$ cat src/design/pqle_pkg.sv
`default_nettype none

package pqle_pkg;

  // Width of the cell index carried on the command bus (covers 256 slots)
  localparam int IDX_W = 8;

  typedef enum logic [2:0] {
    K_ENQUEUE = 3'd0,
    K_DEQUEUE = 3'd1,
    K_SEARCH  = 3'd2,
    K_INSERT  = 3'd3,
    K_MODIFY  = 3'd4,
    K_DELETE  = 3'd5,
    K_CLEAR   = 3'd6,
    K_NOP     = 3'd7
  } kind_t;

  typedef enum logic [2:0] {
    ST_OK       = 3'd0,
    ST_EMPTY    = 3'd1,
    ST_FULL     = 3'd2,
    ST_BADPOS   = 3'd3,
    ST_NOTFOUND = 3'd4
  } status_t;

  typedef enum logic [1:0] {
    CELL_HOLD   = 2'd0,
    CELL_LOAD   = 2'd1,
    CELL_INSERT = 2'd2,
    CELL_REMOVE = 2'd3
  } cell_op_t;

  typedef struct packed {
    cell_op_t           op;
    logic [IDX_W-1:0]   idx;
  } cell_cmd_t;

  typedef struct packed {
    logic [2:0]         kind;
    logic [4:0]         position;
    logic signed [31:0] value;
  } in_item_t;

  typedef struct packed {
    logic [2:0]         status;
    logic signed [31:0] read_value;
    logic [4:0]         found_position;
    logic [4:0]         occupancy;
  } out_item_t;

endpackage

`default_nettype wire

$ cat src/design/pqle_chan_if.sv
`default_nettype none

interface pqle_chan_if #(
  parameter type item_t = logic
);
  logic  valid;
  logic  ready;
  item_t data;

  modport source (output valid, output data, input ready);
  modport sink   (input valid, input data, output ready);
endinterface

`default_nettype wire

$ cat src/design/pqle_cell.sv
`default_nettype none

module pqle_cell #(
  parameter int DATA_WIDTH = 32,
  parameter int INDEX      = 0
) (
  input  wire logic                  clk,
  input  wire pqle_pkg::cell_cmd_t   cmd,
  input  wire logic [DATA_WIDTH-1:0] word,
  input  wire logic [DATA_WIDTH-1:0] left_entry,
  input  wire logic [DATA_WIDTH-1:0] right_entry,
  output logic      [DATA_WIDTH-1:0] entry,
  output logic                       match
);
  import pqle_pkg::*;

  logic [DATA_WIDTH-1:0] entry_r;
  logic [DATA_WIDTH-1:0] entry_nxt;
  logic                  at_idx;
  logic                  past_idx;

  assign at_idx   = (cmd.idx == IDX_W'(INDEX));
  assign past_idx = (IDX_W'(INDEX) > cmd.idx);

  // Pick the new entry: own word, left neighbor on insert, right neighbor on removal
  always_comb begin
    entry_nxt = entry_r;
    case (cmd.op)
      CELL_LOAD: begin
        if (at_idx) entry_nxt = word;
      end
      CELL_INSERT: begin
        if (at_idx) entry_nxt = word;
        else if (past_idx) entry_nxt = left_entry;
      end
      CELL_REMOVE: begin
        if (at_idx || past_idx) entry_nxt = right_entry;
      end
      default: entry_nxt = entry_r;
    endcase
  end

  always_ff @(posedge clk) begin
    entry_r <= entry_nxt;
  end

  assign entry = entry_r;
  assign match = (entry_r == word);

endmodule

`default_nettype wire

$ cat src/design/positional_queue_list_engine.sv
// Channel | Dir | Interface port | Payload
// --------+-----+----------------+-------------------------------------------
// in      | in  | in_ch (sink)   | kind, position, value
// out     | out | out_ch (source)| status, read_value, found_position, occupancy
//
// One item per cycle while out_ch keeps taking results: each operation finishes
// in the cycle it is accepted; the list is a row of cells that shift, load and
// compare in parallel, and the result is registered in the output register.
// Reset (rst_n low, synchronous) empties the list; entries are not cleared.
// A stalled result holds the output register; in_ch.ready drops only while
// that register is full and out_ch.ready is low.
`default_nettype none

module positional_queue_list_engine #(
  parameter int DEPTH      = 16,
  parameter int DATA_WIDTH = 32
) (
  input wire logic  clk,
  input wire logic  rst_n,
  pqle_chan_if.sink   in_ch,
  pqle_chan_if.source out_ch
);
  import pqle_pkg::*;

  localparam int CW   = $clog2(DEPTH + 1);
  localparam int IW   = (DEPTH > 1) ? $clog2(DEPTH) : 1;
  localparam int CMPW = ((CW > 5) ? CW : 5) + 1;

  logic [CW-1:0]         count_r;
  logic [CW-1:0]         count_nxt;
  logic                  out_valid_r;
  logic                  out_valid_nxt;
  out_item_t             out_data_r;
  out_item_t             out_data_nxt;

  logic                  accept;
  kind_t                 kind;
  logic [4:0]            pos;
  logic [DATA_WIDTH-1:0] word;
  logic [CMPW-1:0]       pos_ext;
  logic [CMPW-1:0]       cnt_ext;
  logic                  full;
  logic                  empty;

  cell_cmd_t             cmd;
  cell_cmd_t             cell_cmd;
  status_t               status_c;
  logic [31:0]           rd_c;
  logic [4:0]            found_c;

  logic [DATA_WIDTH-1:0] entries [DEPTH];
  logic [DEPTH-1:0]      match_bits;
  logic                  hit;
  logic [IW-1:0]         hit_idx;

  assign accept = in_ch.valid && in_ch.ready;
  assign kind   = kind_t'(in_ch.data.kind);
  assign pos    = in_ch.data.position;
  assign word   = DATA_WIDTH'($unsigned(in_ch.data.value));
  assign pos_ext = CMPW'(pos);
  assign cnt_ext = CMPW'(count_r);
  assign full   = (count_r == CW'(DEPTH));
  assign empty  = (count_r == '0);

  // Row of cells, each passing its entry to both neighbors
  for (genvar i = 0; i < DEPTH; i++) begin : g_cell
    logic [DATA_WIDTH-1:0] left_w;
    logic [DATA_WIDTH-1:0] right_w;

    if (i == 0) begin : g_first
      assign left_w = word;
    end else begin : g_inner_l
      assign left_w = entries[i-1];
    end

    if (i == DEPTH - 1) begin : g_last
      assign right_w = entries[i];
    end else begin : g_inner_r
      assign right_w = entries[i+1];
    end

    pqle_cell #(
      .DATA_WIDTH (DATA_WIDTH),
      .INDEX      (i)
    ) u_cell (
      .clk         (clk),
      .cmd         (cell_cmd),
      .word        (word),
      .left_entry  (left_w),
      .right_entry (right_w),
      .entry       (entries[i]),
      .match       (match_bits[i])
    );
  end

  // Find the first live cell that matches the target
  always_comb begin
    hit     = 1'b0;
    hit_idx = '0;
    for (int i = DEPTH - 1; i >= 0; i--) begin
      if (match_bits[i] && (CW'(i) < count_r)) begin
        hit     = 1'b1;
        hit_idx = IW'(i);
      end
    end
  end

  // Decode the operation: status, result fields, cell command, new count
  always_comb begin
    status_c  = ST_OK;
    rd_c      = '0;
    found_c   = '0;
    count_nxt = count_r;
    cmd.op    = CELL_HOLD;
    cmd.idx   = '0;
    case (kind)
      K_ENQUEUE: begin
        if (full) begin
          status_c = ST_FULL;
        end else begin
          cmd.op    = CELL_LOAD;
          cmd.idx   = IDX_W'(count_r);
          count_nxt = count_r + 1'b1;
        end
      end
      K_DEQUEUE: begin
        if (empty) begin
          status_c = ST_EMPTY;
        end else begin
          rd_c      = 32'(entries[0]);
          cmd.op    = CELL_REMOVE;
          cmd.idx   = '0;
          count_nxt = count_r - 1'b1;
        end
      end
      K_SEARCH: begin
        if (hit) begin
          found_c = 5'(hit_idx) + 5'd1;
        end else begin
          status_c = ST_NOTFOUND;
        end
      end
      K_INSERT: begin
        if (full) begin
          status_c = ST_FULL;
        end else if (pos == 5'd0 || pos_ext > cnt_ext + 1'b1) begin
          status_c = ST_BADPOS;
        end else begin
          cmd.op    = CELL_INSERT;
          cmd.idx   = IDX_W'(pos) - 1'b1;
          count_nxt = count_r + 1'b1;
        end
      end
      K_MODIFY: begin
        if (empty) begin
          status_c = ST_EMPTY;
        end else if (pos == 5'd0 || pos_ext > cnt_ext) begin
          status_c = ST_BADPOS;
        end else begin
          cmd.op  = CELL_LOAD;
          cmd.idx = IDX_W'(pos) - 1'b1;
        end
      end
      K_DELETE: begin
        if (empty) begin
          status_c = ST_EMPTY;
        end else if (pos == 5'd0 || pos_ext > cnt_ext) begin
          status_c = ST_BADPOS;
        end else begin
          cmd.op    = CELL_REMOVE;
          cmd.idx   = IDX_W'(pos) - 1'b1;
          count_nxt = count_r - 1'b1;
        end
      end
      K_CLEAR: begin
        count_nxt = '0;
      end
      default: begin
        status_c = ST_OK;
      end
    endcase
  end

  // Drive the cells only for an accepted item
  always_comb begin
    cell_cmd = cmd;
    if (!accept) cell_cmd.op = CELL_HOLD;
  end

  // Build the result item
  always_comb begin
    out_data_nxt.status         = status_c;
    out_data_nxt.read_value     = $signed(rd_c);
    out_data_nxt.found_position = found_c;
    out_data_nxt.occupancy      = 5'(count_nxt);
  end

  assign out_valid_nxt = accept || (out_valid_r && !out_ch.ready);

  // Advance count and the valid flag
  always_ff @(posedge clk) begin
    if (!rst_n) begin
      count_r     <= '0;
      out_valid_r <= 1'b0;
    end else begin
      out_valid_r <= out_valid_nxt;
      if (accept) count_r <= count_nxt;
    end
  end

  // Hold the result until it is taken
  always_ff @(posedge clk) begin
    if (accept) out_data_r <= out_data_nxt;
  end

  assign in_ch.ready  = !out_valid_r || out_ch.ready;
  assign out_ch.valid = out_valid_r;
  assign out_ch.data  = out_data_r;

  // A refused operation leaves the list length alone
  a_err_keeps_count: assert property (@(posedge clk) disable iff (!rst_n)
    accept && (status_c == ST_FULL || status_c == ST_EMPTY || status_c == ST_BADPOS)
    |=> $stable(count_r))
    else $error("refused operation changed the count");

  // Clear empties the list
  a_clear_empties: assert property (@(posedge clk) disable iff (!rst_n)
    accept && kind == K_CLEAR |=> count_r == '0)
    else $error("clear left entries in the list");

  // A successful enqueue grows the list by one
  a_enq_grows: assert property (@(posedge clk) disable iff (!rst_n)
    accept && kind == K_ENQUEUE && status_c == ST_OK
    |=> count_r == $past(count_r) + 1'b1)
    else $error("enqueue did not grow the list");

  // Every accepted item shows up in the output register
  a_result_follows: assert property (@(posedge clk) disable iff (!rst_n)
    accept |=> out_valid_r && out_data_r.occupancy == 5'(count_r))
    else $error("result missing or occupancy out of step");

  // The list never holds more than its depth
  a_count_bound: assert property (@(posedge clk) disable iff (!rst_n)
    count_r <= CW'(DEPTH))
    else $error("count beyond depth");

endmodule

`default_nettype wire

$ cat src/flat_wrapper.sv
// flat-port wrapper written by rule: the top's interface ports become plain ports
module positional_queue_list_engine_flat import pqle_pkg::*;
#(
  parameter int DEPTH      = 16,
  parameter int DATA_WIDTH = 32
)
  (clk, rst_n, in_ch_valid, in_ch_data, in_ch_ready, out_ch_valid, out_ch_data, out_ch_ready);
  pqle_chan_if #(.item_t(in_item_t)) in_ch_i ();
  pqle_chan_if #(.item_t(out_item_t)) out_ch_i ();
  input wire logic clk;
  input wire logic rst_n;
  input wire logic [$bits(in_ch_i.valid)-1:0] in_ch_valid;
  input wire logic [$bits(in_ch_i.data)-1:0] in_ch_data;
  output wire logic [$bits(in_ch_i.ready)-1:0] in_ch_ready;
  output wire logic [$bits(out_ch_i.valid)-1:0] out_ch_valid;
  output wire logic [$bits(out_ch_i.data)-1:0] out_ch_data;
  input wire logic [$bits(out_ch_i.ready)-1:0] out_ch_ready;
  assign in_ch_i.valid = in_ch_valid;
  assign in_ch_i.data = in_ch_data;
  assign in_ch_ready = in_ch_i.ready;
  assign out_ch_valid = out_ch_i.valid;
  assign out_ch_data = out_ch_i.data;
  assign out_ch_i.ready = out_ch_ready;
  positional_queue_list_engine #(.DEPTH(DEPTH), .DATA_WIDTH(DATA_WIDTH)) u_core (.clk(clk), .rst_n(rst_n), .in_ch(in_ch_i), .out_ch(out_ch_i));
endmodule
$ cat config.mk
export PLATFORM = sky130hd
export DESIGN_NAME = positional_queue_list_engine_flat
export DESIGN_NICKNAME = d
export VERILOG_FILES = /design/src/design/pqle_pkg.sv /design/src/design/pqle_chan_if.sv /design/src/design/pqle_cell.sv /design/src/design/positional_queue_list_engine.sv /design/src/flat_wrapper.sv
export SDC_FILE = /design/constraint.sdc
export NUM_CORES = 2
export LEC_CHECK = 0
export BUFFER_PORTS_ARGS = -buffer_cell sky130_fd_sc_hd__buf_2
export CELL_PAD_IN_SITES_DETAIL_PLACEMENT = 0
export CELL_PAD_IN_SITES_GLOBAL_PLACEMENT = 1
export CORE_UTILIZATION = 45
export DETAILED_ROUTE_END_ITERATION = 12
export GPL_TIMING_DRIVEN = 1
export PLACE_DENSITY = 0.73
export SYNTH_ARGS = -nofsm -noshare
export SYNTH_HDL_FRONTEND = slang
export SYNTH_SLANG_ARGS = --single-unit
$ cat constraint.sdc
create_clock -name clk -period 18.95 [get_ports clk]
set_clock_uncertainty 0.15 [all_clocks]
set_input_delay 4.7375 -clock clk [delete_from_list [all_inputs] [get_ports clk]]
set_output_delay 4.7375 -clock clk [all_outputs]
set_load 0.1 [all_outputs]
==> impl_results.md <==
* DR pass1 iterations at 7
* Buf/Inv on CP at 5
* Avg WL per Cell at 34.9 um
* Pins Over Slew Limit at 0
* DPL Wire Length at 108000 um
* Reg2reg setup slack at 11100 ps
* Crit end category: flip-flop
* GP Congestion at 1.03
* Clock Path Buffers at 3
* Ys async rst share at 0%
* Setup CP Type: input port to flip-flop
* Total Routing Usage GR at 38.0%
* Cells after DPL at 4295
* Fin Setup TNS at 0 ps
* Req. time, crit path at 19250 ps
* Post-synth net total at 3507
* Final core occ at 49.9%
* Die Span Y at 283 um
* Worst Hold Margin at 387 ps
* Synth area leader: edfxtp_1
* Nets at 3389
* FF-to-FF End: u_core.g_cell[6].u_cell.entry[16]
* Setup crit end: u_core.g_cell[6].u_cell.entry[16]
* Design Area, Final at 38800 um^2
* CP Cell Sequence: buf_2, ha_1, nor2b_1, o21a_1, o21a_1, o21a_1, o22a_1, or2_2, o21ai_0, nor2_1, or2_2, inv_1, ha_4, buf_4, buf_4, buf_4, a21oi_1, o211ai_1
* Syn avg cell area at 10.3 um^2
* Synth Warn # at 0
* Endpoints failing hold at 0
* Cell Rows at 102
* DRT Wirelength at 155000 um
* Area of the die at 80000 um^2
* Leak at 11.8 nW
* CTS resizes at 0
* Final worst setup slack at 7970 ps
* Vias at 30900
* Sw Pwr at 1.05 mW
* Sequential area share after synthesis at 47.5%
* First-pass GRT wire length at 217000 um
* Port bufs at 90
* CP Max Fanout at 90
* Post-synth EDFFs at 557
* Vias/cell at 6.99
* Worst setup SP type: input port
* Yosys top cell area share at 47.1%
* Total power at 3.39 mW
* Place WS at 7500 ps
* Crit path max-delay family: buffers and inverters
* Status: finished, final reports clean
* # hold bufs at CTS at 0
* Syn Inst Count at 3443
* Post-DP Area at 36700 um^2
* Largest cells by area after synthesis: edfxtp_1 47%, o211ai_1 8.2%, xnor2_1 6.7%
* Length in cells of the worst reg-to-reg path at 18
* RSZ-0062 raised after global routing: false
* Vias in the first global route at 28900
* Seq pwr share at 45.7%
* Gate power share at 16.6%
* CP startpoint: in_ch_data[33]
* Antenna Nets Post-Route at 0
* Clock period minus worst slack at 10980 ps
* Clk pwr share at 37.7%
* Num Clock Sinks at 563
* Setup Fix Bufs, Post-CTS at 0
* Critical path's largest stage delay at 920 ps
* Largest net degree at the start of global routing at 161
* Maxcap violations at 0
* Post-Layout Cell Count at 4426
* Slew HR at 15.6%
* Proportion of layout cells with a drive suffix above 1 at 10.9%
* CORE AREA at 77700 um^2
* Yosys reg bits at 563
* Commonest cells in the netlist: 557 x edfxtp_1, 387 x o211ai_1, 381 x a21oi_1, 347 x nand3_1, 272 x xnor2_1
* Clock buffer count from CTS at 68
* Cell count along the critical path at 18
* Most common cell in the netlist: edfxtp_1
* Initial antenna violation count at 14
* Hold Crit Start: u_core.out_ch.valid
* Area growth syn-to-layout at 9.31%
* Gr ovfl total at 0
* Reg clk slew, reported paths at 60 ps
* Final worst-path cycle share at 57.9%
* Clock latency at the later pin of the worst-skew pair at 650 ps
* # DRC at 0
* H-tree levels at 3
* Max frequency at 0.0911 GHz
* Int Pwr at 2.34 mW
* Mapped Area at 35500 um^2
* Slowest CP cell: buf_4
* Max rail drop VDD at 0.0571 mV
* CTS tree: yes
* Switching share of total power at 30.9%
* Die width at 283 um
* # setup viols final at 0
* Initial Util at 45.6%
* Power Density at 87.3 nW/um^2
* Crit path arrival time at 11280 ps
* Synth Flop Type: edfxtp_1
* Min-delay worst type: flip-flop to flip-flop
* Starting DRC count in detailed routing at 5551
* Worst-Margin Slew at 1250 ps
* IO Pins at 91
* R2R Path Start: u_core.count_r[1]
* Root Driver: clkbuf_16
* Post-synth cell types at 67
[power by group through the flow]
stage | Clock, mW | Combinational [mW] | Sequential [mW]
floorplan | 0 | 0.302 | 1.58
global placement | 0 | 0.544 | 1.57
detailed placement | 0 | 0.546 | 1.57
CTS | 1.28 | 0.548 | 1.54
global route | 1.32 | 0.579 | 1.55
finish | 1.28 | 0.562 | 1.55
[logic make-up after synthesis]
kind of cell	after synthesis	synth area share [%]
fa+ha+maj	20	0.705
simple gates	843	12.1
buf+inv	410	4.58
compound gates	955	18.1
mux	132	4.19
xor+xnor	520	12.8
flops	563	47.5
[per-layer routing]
layer,routed length (um),global-route usage (%)
met2,66400,55.8
met5,208,0
met1,59100,50.3
met3,17500,7.86
met4,11400,26.1
[tightest hold or removal path, stage by stage (launching register included)]
cell	delay, ps
dfxtp_1	300
nand2b_1	100
a21boi_0	90
[worst min-delay path by stage]
stage,endpoint,depth (start not counted)
global route,u_core.out_ch.valid,2
CTS,u_core.out_ch.valid,2
detailed placement,u_core.out_ch.valid,2
finish,u_core.out_ch.valid,2
global placement,u_core.out_ch.valid,2
floorplan,u_core.out_ch.data[10],1
[registers in the layout, indices dropped and copies added (netlist names)]
name                        count
u_core.count_r                  5
u_core.out_ch.valid             1
u_core.out_ch.data             45
u_core.g_cell.u_cell.entry    512
[cells in the final DEF (no fill, tap or decap), types with 6 or more instances in the layout]
cell type and count:
a21oi_1 375, a21oi_4 6, a221o_1 65, a222oi_1 32, a31oi_1 6, and2_1 67, buf_2 90, buf_4 80
clkbuf_1 25, clkbuf_16 68, clkinv_1 18, dfxtp_1 6, diode_2 6, edfxtp_1 557, ha_1 18, inv_1 49
mux2_1 63, mux2_2 68, nand2_1 168, nand2_2 6, nand3_1 347, nand4_1 79, nor2_1 38, nor2b_1 9
nor3_1 24, nor4_1 67, o211ai_1 387, o21a_1 9, o21ai_0 29, xnor2_1 272, xor2_1 248
[cell type report]
| class | instances | area (um^2) |
|---|---|---|
| fillers | 7071 | 38900 |
| multi-input cells | 2470 | 17300 |
| flip-flops and latches | 563 | 16800 |
| clock buffers | 93 | 1800 |
| well taps | 1040 | 1300 |
| repair buffers | 171 | 1070 |
| clock inverters | 32 | 288 |
| inverters | 51 | 191 |
| diodes | 6 | 15.0 |
Power figures use the tool's default switching activity.
